===== src/rtl/xkx_pkg.sv =====
// Shared constants, codes and types for the XXTEA keystream XOR block.
// No dependencies; the other files except xkx_ram refer to it by scoped names.
package xkx_pkg;

	localparam int unsigned DataW          = 32;
	localparam int unsigned NumKeyParts    = 4;
	localparam int unsigned CfgIndexW      = 2;

	localparam int unsigned KeyWordsDef    = 1024;
	localparam int unsigned SecureWordsDef = 512;
	localparam int unsigned SparseStrideDef = 64;
	localparam int unsigned ChecksumWordsDef = 128;
	localparam int unsigned KeyRoundsDef   = 6;

	localparam logic [DataW-1:0] MixDelta  = 32'h9e37_79b9;

	// request opcodes
	localparam logic CmdGenerate = 1'b0;
	localparam logic CmdProcess  = 1'b1;

	typedef logic [NumKeyParts-1:0][DataW-1:0] key_set_t;

	typedef struct packed {
		logic busy;
		logic done;
	} gen_status_t;

	typedef struct packed {
		logic             xored;
		logic [DataW-1:0] checksum;
	} strm_info_t;

endpackage


===== src/rtl/xkx_gen.sv =====
// Keystream generator: XXTEA encoding rounds over the table in RAM.
// Uses xkx_pkg; drives the RAM port while busy.
module xkx_gen #(
	parameter int unsigned KEY_WORDS  = xkx_pkg::KeyWordsDef,
	parameter int unsigned KEY_ROUNDS = xkx_pkg::KeyRoundsDef,
	localparam int unsigned AddrW  = $clog2(KEY_WORDS),
	localparam int unsigned RoundW = (KEY_ROUNDS > 1) ? $clog2(KEY_ROUNDS) : 1
) (
	input  logic                       clk,
	input  logic                       arst_n,
	input  logic                       start,
	input  xkx_pkg::key_set_t          key,
	input  logic [xkx_pkg::DataW-1:0]  ram_rdata,
	output logic [AddrW-1:0]           ram_addr,
	output logic                       ram_we,
	output logic [xkx_pkg::DataW-1:0]  ram_wdata,
	output xkx_pkg::gen_status_t       status
);

	localparam logic [1:0] G_IDLE = 2'd0;
	localparam logic [1:0] G_READ = 2'd1;
	localparam logic [1:0] G_CALC = 2'd2;

	localparam logic [AddrW-1:0]  LastPos   = AddrW'(KEY_WORDS - 1);
	localparam logic [RoundW-1:0] LastRound = RoundW'(KEY_ROUNDS - 1);

	logic [1:0]                  state_q;
	logic [AddrW-1:0]            pos_q;
	logic [RoundW-1:0]           round_q;
	logic [xkx_pkg::DataW-1:0]   sum_q, z_q, yprev_q;

	logic                        last_pos;
	logic [xkx_pkg::DataW-1:0]   y, mix_a, mix_b, new_word;
	logic [1:0]                  sel;

	always_comb begin
		last_pos = (pos_q == LastPos);
		// round 0: entries ahead of pos are still cleared
		y        = (round_q == '0 && !last_pos) ? '0 : ram_rdata;
		sel      = 2'(pos_q) ^ sum_q[3:2];
		mix_a    = ((z_q >> 5) ^ (y << 2)) + ((y >> 3) ^ (z_q << 4));
		mix_b    = (sum_q ^ y) + (key[sel] ^ z_q);
		// old value of entry pos is the y read on the previous step
		new_word = yprev_q + (mix_a ^ mix_b);

		ram_addr  = (state_q == G_READ) ? (last_pos ? '0 : AddrW'(pos_q + 1'b1)) : pos_q;
		ram_we    = (state_q == G_CALC);
		ram_wdata = new_word;

		status.busy = (state_q != G_IDLE);
		status.done = (state_q == G_CALC) && last_pos && (round_q == LastRound);
	end

	always_ff @(posedge clk or negedge arst_n) begin
		if (!arst_n) begin
			state_q <= G_IDLE;
			pos_q   <= '0;
			round_q <= '0;
		end else begin
			unique case (state_q)
				G_IDLE: begin
					if (start) begin
						pos_q   <= '0;
						round_q <= '0;
						state_q <= G_READ;
					end
				end
				G_READ: begin
					state_q <= G_CALC;
				end
				G_CALC: begin
					if (last_pos) begin
						pos_q <= '0;
						if (round_q == LastRound) begin
							state_q <= G_IDLE;
						end else begin
							round_q <= RoundW'(round_q + 1'b1);
							state_q <= G_READ;
						end
					end else begin
						pos_q   <= AddrW'(pos_q + 1'b1);
						state_q <= G_READ;
					end
				end
				default: begin
					state_q <= G_IDLE;
				end
			endcase
		end
	end

	// working values
	always_ff @(posedge clk) begin
		if (state_q == G_IDLE && start) begin
			sum_q   <= xkx_pkg::MixDelta;
			z_q     <= '0;
			yprev_q <= '0;
		end else if (state_q == G_CALC) begin
			z_q     <= new_word;
			yprev_q <= y;
			if (last_pos) begin
				sum_q <= sum_q + xkx_pkg::MixDelta;
			end
		end
	end

endmodule


===== config.mk =====
export PLATFORM = sky130hd
export DESIGN_NAME = xkx_gen
export DESIGN_NICKNAME = d
export VERILOG_FILES = /design/src/rtl/xkx_pkg.sv /design/src/rtl/xkx_gen.sv
export SDC_FILE = /design/constraint.sdc
export NUM_CORES = 1
export LEC_CHECK = 0
export BUFFER_PORTS_ARGS = -buffer_cell sky130_fd_sc_hd__buf_2
export CAP_MARGIN = 20
export CORE_ASPECT_RATIO = 0.75
export CORE_MARGIN = 4
export CORE_UTILIZATION = 62
export CTS_BUF_LIST = sky130_fd_sc_hd__clkbuf_16
export DETAILED_ROUTE_END_ITERATION = 6
export PLACE_DENSITY = 0.92
export RECOVER_POWER = 25
export SLEW_MARGIN = 0
export SYNTH_ARGS = -nofsm -noshare
export SYNTH_HDL_FRONTEND = slang
export SYNTH_SLANG_ARGS = --single-unit

===== constraint.sdc =====
create_clock -name clk -period 10.7 [get_ports clk]
set_input_delay 0.535 -clock clk [delete_from_list [all_inputs] [get_ports clk]]
set_output_delay 0.535 -clock clk [all_outputs]
set_load 0.005 [all_outputs]

==> flow_metrics.env <==
export IMPL_core_um2=17100
export IMPL_fin_crit_ns=9.20
export IMPL_ir_drop_v=0.000235
export IMPL_power_leakage_nw=5.79
export IMPL_final_nets=1756
export IMPL_r2r_start="pos_q[0]"
export IMPL_hpwlAfterDp_um=29200
export IMPL_rr_worst_depth=26
export IMPL_syn_inst=1313
export IMPL_power_density_nw_per_um2=378
export IMPL_synth_main_ff_cell="dfxtp_1"
export IMPL_wl_per_cell_um=21.3
export IMPL_cpPeakStageDelay_ns=0.96
export IMPL_ant_nets=0
export IMPL_rsz0062_at_grt="no"
export IMPL_design_area_um2=12600
export IMPL_hold_viol=0
export IMPL_top_layer="met4"
export IMPL_grt_total_usage=0.365
export IMPL_viasPerCell=6.42
export IMPL_n_antenna_cell=0
export IMPL_yosysWarnings=0
export IMPL_overflow=0
export IMPL_post_cts_buffers=0
export IMPL_ios=208
export IMPL_io_buffers=207
export IMPL_start_util=0.643
export IMPL_reg2reg_slack_ns=2.30
export IMPL_drive_gt1_frac=0.179
export IMPL_violations="capacitance limit, slew limit"
export IMPL_worstSkewPairLatency_ns=0.39
export IMPL_dieArea_um2=20000
export IMPL_path_buf_inv=2
export IMPL_start_kind="register"
export IMPL_cp_common_cell="xnor2_1"
export IMPL_synth_top_cells_by_area="dfxtp_1, xnor2_1, ha_1"
export IMPL_die_y_um=123
export IMPL_grt_max_degree=49
export IMPL_placed_area_um2=12300
export IMPL_wl_met3_um=5140
export IMPL_cts_clk_slew_worst_paths_ns=0.10
export IMPL_synth_top_area_share=0.174
export IMPL_routed_wl_met2_um=15500
export IMPL_antenna_found_initial=0
export IMPL_r2r_end="z_q[31]"
export IMPL_required_ns=10.17
export IMPL_cts_tree="built"
export IMPL_cp_top_family="compound AO/OA/AOI/OAI gates"
export IMPL_die_w_um=162
export IMPL_place_gp_congestion=1.09
export IMPL_root_buffer="clkbuf_16"
export IMPL_cts_hold_buf=0
export IMPL_wirelength_um=36900
export IMPL_cp_depth=26
export IMPL_async_flop_share=0.135
export IMPL_status="finished with violations"
export IMPL_tns_ns=0
export IMPL_period_share=0.860
export IMPL_final_util=0.733
export IMPL_setup_violations_final=0
export IMPL_dr_pass1_iters=6
export IMPL_met1Wirelength_um=15200
export IMPL_synth_top_cell_by_area="dfxtp_1"
export IMPL_rows=41
export IMPL_crit_path_top_delay_cell="clkbuf_1"
export IMPL_cts_buffers=9
export IMPL_fin_skew_ns=0.0228
export IMPL_grt_pass1_vias=10500
export IMPL_synth_seq_cells=111
export IMPL_grt_pass1_wl_um=57200
export IMPL_vias=11100
export IMPL_syn_to_final_growth_pct=13.9
export IMPL_cts_path_max_buffers=2
export IMPL_worst_setup_path_type="reg -> out"
export IMPL_synth_seq_area_share=0.208
export IMPL_timing_hold_ws_ns=0.198
export IMPL_worstHoldPathType="in -> async"
export IMPL_syn_area_um2=11000
export IMPL_slew_violations=43
export IMPL_endpoint_kind="primary output"
export IMPL_crit_arrival_ns=8.67
export IMPL_maxCapViolations=1
export IMPL_synth_edf_count=0
export IMPL_cts_resized=0
export IMPL_h_tree_depth=3
export IMPL_cp_max_fo=22
export IMPL_synth_fp_nets=1581
export IMPL_drc=0
export IMPL_worst_pin_slew_ns=3.21
export IMPL_slew_headroom=-1.15
export IMPL_power_w=0.00474
export IMPL_ys_types=65
export IMPL_avgSynthCellArea_um2=8.39
export IMPL_cts_sinks=111
export IMPL_initialDrtViolationCount=1556
export IMPL_fmax_mhz=109
Yosys cell counts (all sizes together), types with 3 or more instances:
master	n
xnor2	196
nand2	171
ha	102
dfxtp	96
a21oi	82
o21ai	81
xor2	73
nor2	69
a21o	58
clkbuf	43
nand3	39
a22o	34
mux4	32
inv	26
and3	16
nand4	16
dfrtp	15
nor3	14
o31ai	14
a31oi	12
nand2b	11
a211oi	10
o21a	10
o21bai	8
a21boi	7
buf	7
nor2b	7
nor4	5
o211ai	4
a2111oi	3
a211o	3
a221o	3
a31o	3
fa	3
o22ai	3
or3	3
state kept, by name, indices dropped and copies added, names as in the netlist:
name,cells
sum_q,32
round_q,3
pos_q,10
state_q,2
z_q,32
yprev_q,32
kinds of logic after synthesis:
family / synth area share
AND/OR/NAND/NOR: 0.148
AO/OA/AOI/OAI: 0.216
XOR/XNOR: 0.214
flip-flops: 0.208
adder cells (fa/ha/maj): 0.121
buffers and inverters: 0.0262
multiplexers: 0.0663
placed cells by master (no fill, tap or decap), types with 58 or more instances in the layout:
master / count
a21o_1: 58
a21oi_1: 81
buf_2: 203
dfxtp_1: 96
ha_1: 102
nand2_1: 171
nor2_1: 69
o21ai_0: 70
xnor2_1: 195
xor2_1: 72
stage by stage:
stage / std cells / setup slack [ns]
2_1_floorplan: 1313 / 4.10
3_3_place_gp: 1713 / 3.05
3_5_place_dp: 1713 / 2.79
4_1_cts: 1729 / 2.32
5_1_grt: 1729 / 1.17
6_report: 1729 / 1.50
per-layer routing:
metal  up-vias  track usage
li1       5071            -
met1      5155        0.513
met2       771        0.553
met3       100       0.0966
met4         0        0.112
met5         -            0
worst max path at each step:
| stage | from | end | slack (ns) |
|---|---|---|---|
| after CTS | pos_q[0] | ram_wdata[29] | 2.32 |
| final | pos_q[0] | ram_wdata[31] | 1.50 |
| after global routing | pos_q[0] | ram_wdata[30] | 1.17 |
| after global placement | pos_q[0] | ram_wdata[29] | 3.05 |
| after detailed placement | pos_q[0] | ram_wdata[29] | 2.79 |
| after floorplan | sum_q[2] | ram_wdata[30] | 4.10 |
worst reg2reg max path: cells and delay by family (launching register included):
kind,cells,cell delay [ns]
flip-flops,1,0.55
buffers and inverters,1,0.96
AO/OA/AOI/OAI,13,3.93
AND/OR/NAND/NOR,4,0.87
XOR/XNOR,5,0.98
adder cells (fa/ha/maj),3,0.97
layout make-up:
| class | instances | area (um2) |
|---|---|---|
| inverter | 26 | 97.6 |
| tap | 236 | 295 |
| timing repair buffer | 214 | 1070 |
| multi-input combinational | 1126 | 8460 |
| fill | 1375 | 4580 |
| clock inverter | 7 | 104 |
| clock buffer | 9 | 225 |
| sequential | 111 | 2300 |
where the power goes:
group          leakage [nW]  total (W)  internal [W]  switching [W]
clock network         0.158   0.000373      0.000173       0.000200
logic                  4.64    0.00378       0.00160        0.00218
registers             0.986   0.000588      0.000470       0.000117
total                  5.79    0.00474       0.00225        0.00250
No activity file was read; power rests on OpenSTA's default activity.
