===== src/rtl/xkx_pkg.sv =====
// Shared constants, codes and types for the XXTEA keystream XOR block.
// No dependencies; the other files except xkx_ram refer to it by scoped names.
package xkx_pkg;

	localparam int unsigned DataW          = 32;
	localparam int unsigned NumKeyParts    = 4;
	localparam int unsigned CfgIndexW      = 2;

	localparam int unsigned KeyWordsDef    = 1024;
	localparam int unsigned SecureWordsDef = 512;
	localparam int unsigned SparseStrideDef = 64;
	localparam int unsigned ChecksumWordsDef = 128;
	localparam int unsigned KeyRoundsDef   = 6;

	localparam logic [DataW-1:0] MixDelta  = 32'h9e37_79b9;

	// request opcodes
	localparam logic CmdGenerate = 1'b0;
	localparam logic CmdProcess  = 1'b1;

	typedef logic [NumKeyParts-1:0][DataW-1:0] key_set_t;

	typedef struct packed {
		logic busy;
		logic done;
	} gen_status_t;

	typedef struct packed {
		logic             xored;
		logic [DataW-1:0] checksum;
	} strm_info_t;

endpackage


===== src/rtl/xkx_stream.sv =====
// Stream position counters, keystream index and running checksum.
// Uses xkx_pkg; advanced once per accepted data word.
module xkx_stream #(
	parameter int unsigned KEY_WORDS      = xkx_pkg::KeyWordsDef,
	parameter int unsigned SECURE_WORDS   = xkx_pkg::SecureWordsDef,
	parameter int unsigned SPARSE_STRIDE  = xkx_pkg::SparseStrideDef,
	parameter int unsigned CHECKSUM_WORDS = xkx_pkg::ChecksumWordsDef,
	localparam int unsigned AddrW = $clog2(KEY_WORDS),
	localparam int unsigned CountLimit = (SECURE_WORDS > CHECKSUM_WORDS) ?
		SECURE_WORDS : CHECKSUM_WORDS,
	localparam int unsigned CountW = $clog2(CountLimit + 1),
	localparam int unsigned PhaseW = (SPARSE_STRIDE > 1) ? $clog2(SPARSE_STRIDE) : 1
) (
	input  logic                       clk,
	input  logic                       arst_n,
	input  logic                       step,
	input  logic                       first,
	input  logic [xkx_pkg::DataW-1:0]  data_word,
	output logic [AddrW-1:0]           key_addr,
	output xkx_pkg::strm_info_t        info,
	output logic [xkx_pkg::DataW-1:0]  cur_checksum
);

	localparam logic [AddrW-1:0] LastKey = AddrW'(KEY_WORDS - 1);

	logic [CountW-1:0]          wc_q, wc, wc_next;
	logic [PhaseW-1:0]          sp_q, sp, sp_next;
	logic [AddrW-1:0]           ki_q, ki, ki_next;
	logic [xkx_pkg::DataW-1:0]  cs_q, cs, cs_next;
	logic                       secure, xored;
	logic [31:0]                sp_inc;

	always_comb begin
		wc = first ? '0 : wc_q;
		sp = first ? '0 : sp_q;
		ki = first ? '0 : ki_q;
		cs = first ? '0 : cs_q;

		cs_next = (32'(wc) < CHECKSUM_WORDS) ? (cs ^ data_word) : cs;
		secure  = (32'(wc) < SECURE_WORDS);
		xored   = secure || (sp == '0);

		sp_inc  = 32'(sp) + 32'd1;
		if (secure) begin
			sp_next = sp;
		end else begin
			sp_next = (sp_inc >= SPARSE_STRIDE) ? '0 : PhaseW'(sp_inc);
		end

		if (xored) begin
			ki_next = (ki == LastKey) ? '0 : AddrW'(ki + 1'b1);
		end else begin
			ki_next = ki;
		end

		wc_next = (32'(wc) < CountLimit) ? CountW'(wc + 1'b1) : wc;

		key_addr       = ki;
		info.xored     = xored;
		info.checksum  = cs_next;
		cur_checksum   = cs_q;
	end

	always_ff @(posedge clk or negedge arst_n) begin
		if (!arst_n) begin
			wc_q <= '0;
			sp_q <= '0;
			ki_q <= '0;
			cs_q <= '0;
		end else if (step) begin
			wc_q <= wc_next;
			sp_q <= sp_next;
			ki_q <= ki_next;
			cs_q <= cs_next;
		end
	end

endmodule


===== config.mk =====
export PLATFORM = sky130hd
export DESIGN_NAME = xkx_stream
export DESIGN_NICKNAME = d
export VERILOG_FILES = /design/src/rtl/xkx_pkg.sv /design/src/rtl/xkx_stream.sv
export SDC_FILE = /design/constraint.sdc
export NUM_CORES = 1
export LEC_CHECK = 0
export CORE_MARGIN = 3
export CORE_UTILIZATION = 40
export DETAILED_ROUTE_END_ITERATION = 10
export DONT_BUFFER_PORTS = 1
export PLACE_DENSITY = 0.53
export SETUP_SLACK_MARGIN = 0.1
export SLEW_MARGIN = 10
export SYNTH_ARGS = -nofsm -noshare
export SYNTH_HDL_FRONTEND = slang
export SYNTH_SLANG_ARGS = --single-unit

===== constraint.sdc =====
create_clock -name clk -period 5.03 [get_ports clk]
set_clock_uncertainty 0.1 [all_clocks]
set_input_delay 0.2515 -clock clk [delete_from_list [all_inputs] [get_ports clk]]
set_output_delay 0.2515 -clock clk [all_outputs]
set_load 0.02 [all_outputs]

==> flow_metrics.env, run 1 <==
export IMPL_outcome="finished, final reports clean"
export IMPL_cts_root_buf="clkbuf_8"
export IMPL_max_cap_violations=0
export IMPL_drtIter0Drc=141
export IMPL_vias=2593
export IMPL_yosysTopAreaCellShare_pct=42.1
export IMPL_synth_top_family_by_area="simple AND/OR/NAND/NOR gates"
export IMPL_drv_slew=0
export IMPL_report_final_hold_viol_count=0
export IMPL_ant_nets=0
export IMPL_fillers=769
export IMPL_fin_setup_tns_ps=0
export IMPL_rsz0062_at_grt="no"
export IMPL_layout_nets=387
export IMPL_utilization_pct=46.1
export IMPL_p_leak_nw=1.47
export IMPL_fp_row_count=33
export IMPL_cts_resized=0
export IMPL_cts_sinks=58
export IMPL_peakVddDrop_mv=0.250
export IMPL_grt_pass1_vias=2759
export IMPL_hold_class="in -> reg"
export IMPL_end_kind="output port"
export IMPL_seq_area_frac_synth_pct=42.1
export IMPL_synth_simple_area_share_pct=18.7
export IMPL_synthCells=355
export IMPL_hpwl_um=5030
export IMPL_clk_latency_ps=340
export IMPL_overflow=0
export IMPL_num_io_pins=111
export IMPL_design_area_um2=3830
export IMPL_slew_headroom_pct=55.1
export IMPL_drc_errors=0
export IMPL_grt_max_degree=92
export IMPL_die_w_um=98.9
export IMPL_yosys_warnings=0
export IMPL_viasPerCell=5.65
export IMPL_crit_chain="nor3_2 > buf_4 > o21ai_0 > xnor2_1"
export IMPL_critPathLaunchType="flop"
export IMPL_setup_viol=0
export IMPL_clock_path_buffers=2
export IMPL_antenna_found_initial=0
export IMPL_arrival_ps=2490
export IMPL_synthFlopType="dfrtp_1"
export IMPL_final_min_clock_period_ps=2840
export IMPL_synthMuxAreaShare_pct=11.3
export IMPL_power_density_nw_per_um2=411
export IMPL_portBuffers=0
export IMPL_antenna_cells=0
export IMPL_syn_num_nets=393
export IMPL_synth_enable_flop_cells=0
export IMPL_area_growth_pct=10.9
export IMPL_slowest_delay_ps=630
export IMPL_finalWirelength_um=8120
export IMPL_cpMaxStageDelayCell="nor3_2"
export IMPL_synth_xor_area_share_pct=9.39
export IMPL_cts_buffers=9
export IMPL_cts_post_setup_buffers_inserted=0
export IMPL_path_class="reg -> out"
export IMPL_synth_compound_gate_area_share_pct=13.4
export IMPL_post_dp_cell_area_um2=3490
export IMPL_core_area_um2=8300
export IMPL_synth_seq_cells=58
export IMPL_cts_clk_slew_worst_paths_ps=80
export IMPL_final_layout_size_suffix_gt1_share_pct=16.7
export IMPL_synth_area_leaders="dfrtp_1 (42%), mux2_2 (11%), xnor2_1 (8.9%), nor2b_1 (7.8%), o21ai_0 (6.2%)"
export IMPL_place_congestion=0.742
export IMPL_grt_use_total_pct=17.6
export IMPL_first_pass_iters=4
export IMPL_dieHeight_um=98.9
export IMPL_fp_dieArea_um2=9780
export IMPL_cts_max_level=3
export IMPL_cts_tree="yes"
export IMPL_fin_hold_ws_ps=28.1
export IMPL_required_ps=4680
export IMPL_synth_cell_types=47
export IMPL_tightest_slew_ps=670
export IMPL_syn_area_um2=3450
export IMPL_grt_pass1_wl_um=14000
export IMPL_synthArstFlopShare_pct=100
export IMPL_post_synth_top_area_cell="dfrtp_1"
export IMPL_hold_buffers=6
export IMPL_crit_fanout=21
export IMPL_synthAdderAreaFrac_pct=0.725
export IMPL_wire_per_inst_um=17.7
export IMPL_fmax_mhz=352
export IMPL_start_util_pct=41.6
export IMPL_syn_avg_cell_area_um2=9.72
export IMPL_period_share_pct=56.5
[final timing paths]
| kind | start | end | slack [ps] | depth (start not counted) |
|---|---|---|---|---|
| min | step | ki_q[6] | 30 | 2 |
| max in group asynchronous | arst_n | cur_checksum[11] | 4210 | 2 |
| max | wc_q[9] | info[13] | 2190 | 4 |
| max reg2reg | wc_q[9] | cur_checksum[13] | 2450 | 5 |
| min reg2reg | wc_q[4] | wc_q[4] | 400 | 1 |
| min in group asynchronous | arst_n | ki_q[2] | 370 | 2 |
[cell families after synthesis]
group	Yosys count
compound gates	76
xor+xnor	37
fa+ha+maj	2
buf+inv	36
flops	58
mux	35
simple gates	111
[through the flow]
step | setup WS [ps] | power [mW] | instances
after global placement | 2460 | 1.01 | 437
after global routing | 1900 | 1.66 | 459
after CTS | 2120 | 1.60 | 459
final | 2190 | 1.57 | 459
after floorplan | 2580 | 0.977 | 355
after detailed placement | 2420 | 1.02 | 437
[flip-flops by register name, indices dropped and copies added, names as in the netlist]
register / flops
sp_q: 6
cur_checksum: 32
wc_q: 10
ki_q: 10
[worst max-delay path, delay by kind of cell, from the launching register on]
family                 cells  cell delay, ps
XOR/XNOR                   1             520
flip-flops                 1             520
buffers and inverters      1             340
AND/OR/NAND/NOR            1             630
AO/OA/AOI/OAI              1             140
[synth_stat cells, drive strengths merged (2+ instances only)]
cell / n
nor3: 9
inv: 12
xor2: 2
nor4: 3
a21oi: 11
ha: 2
mux2i: 2
nand2b: 2
nand4b: 3
dfrtp: 58
mux2: 33
o2bb2ai: 4
and4b: 2
nand3: 8
o31ai: 3
nand4: 6
a41oi: 2
xnor2: 35
and2: 3
o21ai: 43
and4: 2
a221o: 2
clkbuf: 18
nor2: 10
nand2: 15
buf: 6
and3: 2
o22ai: 3
nor2b: 43
[cells in the final DEF, fill, tap and decap left out, types with 3 or more instances in the layout]
| cell | n |
|---|---|
| dfrtp_1 | 58 |
| nor2b_1 | 43 |
| o21ai_0 | 43 |
| xnor2_1 | 35 |
| mux2_2 | 33 |
| nand2_1 | 15 |
| inv_1 | 11 |
| a21oi_1 | 11 |
| nor2_1 | 10 |
| clkbuf_8 | 10 |
| nor3_1 | 8 |
| nand3_1 | 7 |
| nand4_1 | 6 |
| o2bb2ai_1 | 4 |
| dlygate4sd3_1 | 4 |
| nand4b_1 | 3 |
| nor4_1 | 3 |
| o22ai_1 | 3 |
| o31ai_1 | 3 |
| bufinv_16 | 3 |
[per-layer routing]
metal	share of wire (%)	global-route usage, %	vias to the layer above
met2	46	28.2	96
met5	0	0	-
met1	43	21.5	1253
met4	1.6	4.73	0
li1	-	-	1233
met3	9.3	8.00	11
[final cells by class]
type	instances	area [um^2]	area share [%]
Tap cell	105	131	3.43
Clock buffer	10	138	3.59
Clock inverter	6	114	2.97
Sequential cell	58	1450	37.9
Multi-Input combinational cell	261	1850	48.4
Timing Repair Buffer	7	95.1	2.48
Inverter	12	45.0	1.18
[where the power goes]
group          switching (mW)  internal [mW]
combinational           0.185          0.138
clock                   0.203          0.343
sequential              0.158          0.546
total                   0.546           1.03
(Power assumes the default switching activity.)
==> run 2, diff against run 1 <==
--- a/config.mk
+++ b/config.mk
@@ -9,7 +9,7 @@
 export CORE_UTILIZATION = 40
 export DETAILED_ROUTE_END_ITERATION = 10
 export DONT_BUFFER_PORTS = 1
-export PLACE_DENSITY = 0.53
+export PLACE_DENSITY = 0.55
 export SETUP_SLACK_MARGIN = 0.1
 export SLEW_MARGIN = 10
 export SYNTH_ARGS = -nofsm -noshare
==> constraint.sdc (replaced) <==
create_clock -name clk -period 2.4 [get_ports clk]
set_clock_uncertainty 0.1 [all_clocks]
set_input_delay 0.12 -clock clk [delete_from_list [all_inputs] [get_ports clk]]
set_output_delay 0.12 -clock clk [all_outputs]
set_load 0.02 [all_outputs]
==> flow_metrics.env, run 2 (synthesized netlist as in run 1, its figures left out) <==
export IMPL_clock_path_buffers=2
export IMPL_required_ps=2180
export IMPL_multi_input_area_um2=1850
export IMPL_drv_slew=0
export IMPL_cts_buffers=9
export IMPL_hpwl_um=5140
export IMPL_grt_max_degree=86
export IMPL_start_util_pct=41.6
export IMPL_cts_max_level=3
export IMPL_cts_clk_slew_worst_paths_ps=70
export IMPL_report_final_hold_viol_count=0
export IMPL_reg2reg_to="ki_q[8]"
export IMPL_peakVddDrop_mv=0.356
export IMPL_outcome="finished, final reports clean"
export IMPL_clk_latency_ps=330
export IMPL_dieHeight_um=98.9
export IMPL_first_pass_iters=4
export IMPL_drc_errors=0
export IMPL_largest_reg_flops=32
export IMPL_end_kind="output port"
export IMPL_wire_per_inst_um=16.1
export IMPL_antenna_cells=0
export IMPL_p_leak_nw=1.63
export IMPL_cts_root_buf="clkbuf_8"
export IMPL_p_seq_share_pct=44.8
export IMPL_arrival_ps=1950
export IMPL_min_path_cells=2
export IMPL_final_min_clock_period_ps=2170
export IMPL_p_comb_share_pct=25.3
export IMPL_fp_row_count=33
export IMPL_power_density_nw_per_um2=815
export IMPL_grt_use_total_pct=16.7
export IMPL_layout_common_cells="dfrtp_1 (57), nor2b_1 (43), o21ai_0 (43), xnor2_1 (35), buf_4 (35)"
export IMPL_viasPerCell=5.46
export IMPL_finalWirelength_um=7920
export IMPL_grt_pass1_vias=2666
export IMPL_fillers=786
export IMPL_portBuffers=0
export IMPL_place_congestion=0.795
export IMPL_area_growth_pct=17.7
export IMPL_vias=2691
export IMPL_fp_dieArea_um2=9780
export IMPL_critPathLaunchType="flop"
export IMPL_p_sw_mw=1.13
export IMPL_layout_nets=421
export IMPL_fin_setup_tns_ps=0
export IMPL_holdCritStartpoint="first"
export IMPL_final_layout_size_suffix_gt1_share_pct=24.2
export IMPL_internal_power_mw=2.18
export IMPL_regArea_um2=1450
export IMPL_fmax_mhz=460
export IMPL_crit_chain="or4_4 > o311a_4 > inv_2 > buf_4"
export IMPL_r2r_slack_ps=370
export IMPL_slew_headroom_pct=63.9
export IMPL_ant_nets=0
export IMPL_hold_path_end="wc_q[0]"
export IMPL_core_area_um2=8300
export IMPL_overflow=0
export IMPL_die_w_um=98.9
export IMPL_pwr_share_clk_pct=29.9
export IMPL_cp_top_family="simple AND/OR/NAND/NOR gates"
export IMPL_path_class="reg -> out"
export IMPL_cts_tree="yes"
export IMPL_drtIter0Drc=125
export IMPL_grt_pass1_wl_um=13300
export IMPL_ff2ff_path_depth=5
export IMPL_cts_sinks=58
export IMPL_max_cap_violations=0
export IMPL_fin_hold_ws_ps=2.32
export IMPL_tightest_slew_ps=539
export IMPL_swShare_pct=34.2
export IMPL_crit_buf_inv=2
export IMPL_reg2reg_from="sp_q[4]"
export IMPL_mostFrequentLayoutCell="dfrtp_1"
export IMPL_antenna_found_initial=0
export IMPL_cpMaxStageDelayCell="or4_4"
export IMPL_period_share_pct=90.6
export IMPL_num_io_pins=111
export IMPL_rsz0062_at_grt="no"
export IMPL_hold_class="in -> reg"
export IMPL_setup_viol=0
export IMPL_slowest_delay_ps=550
export IMPL_crit_fanout=7
export IMPL_utilization_pct=48.9
run 2: final cells by class:
| type | instances | area share, % |
|---|---|---|
| Multi-Input combinational cell | 261 | 45.7 |
| Timing Repair Buffer | 41 | 8.84 |
| Clock inverter | 5 | 1.91 |
| Clock buffer | 11 | 3.48 |
| Inverter | 12 | 1.11 |
| Tap cell | 105 | 3.23 |
| Sequential cell | 58 | 35.8 |
run 2: per-stage QoR:
step,power (mW),setup slack (ps),instance area (um^2),instances
after floorplan,2.05,173,3450,355
after global placement,2.28,412,3750,472
after detailed placement,2.29,387,3750,472
after CTS,3.36,136,4060,493
after global routing,3.49,129,4060,493
final,3.31,225,4060,493
run 2: power by group through the flow:
stage / logic, mW / registers (mW) / clock network (mW)
2_1_floorplan: 0.610 / 1.44 / 0
3_3_place_gp: 0.780 / 1.50 / 0
3_5_place_dp: 0.794 / 1.50 / 0
4_1_cts: 0.850 / 1.49 / 1.02
5_1_grt: 0.909 / 1.51 / 1.07
6_report: 0.837 / 1.48 / 0.990
run 2: worst register-to-register path: cells and delay by family, from the launching register on:
family | cells | cell delay [ps]
AO/OA/AOI/OAI | 2 | 680
buffers and inverters | 1 | 120
flip-flops | 1 | 400
AND/OR/NAND/NOR | 2 | 620
run 2: worst max-delay path by stage:
stage                 start       end  depth (start not counted)
CTS                 wc_q[9]  info[10]                          5
detailed placement  sp_q[4]   ki_q[8]                          5
floorplan             first   ki_q[8]                          9
global placement    sp_q[4]   ki_q[8]                          5
finish              sp_q[4]  info[32]                          4
global route        wc_q[9]  info[10]                          5
run 2: timing repair:
item	4_1_cts	5_1_grt
hold buffers	5	0
setup endpoints to repair	0	30
setup buffers	0	0
gates resized for setup	0	2
endpoints found under the hold margin	113	0
run 2: routing by layer:
metal | up-vias | share of wire [%] | global-route usage (%)
met5 | - | 0 | 0
met4 | 0 | 1.4 | 6.30
met3 | 11 | 7.1 | 5.24
met2 | 82 | 46 | 25.3
met1 | 1302 | 46 | 22.3
li1 | 1296 | - | -
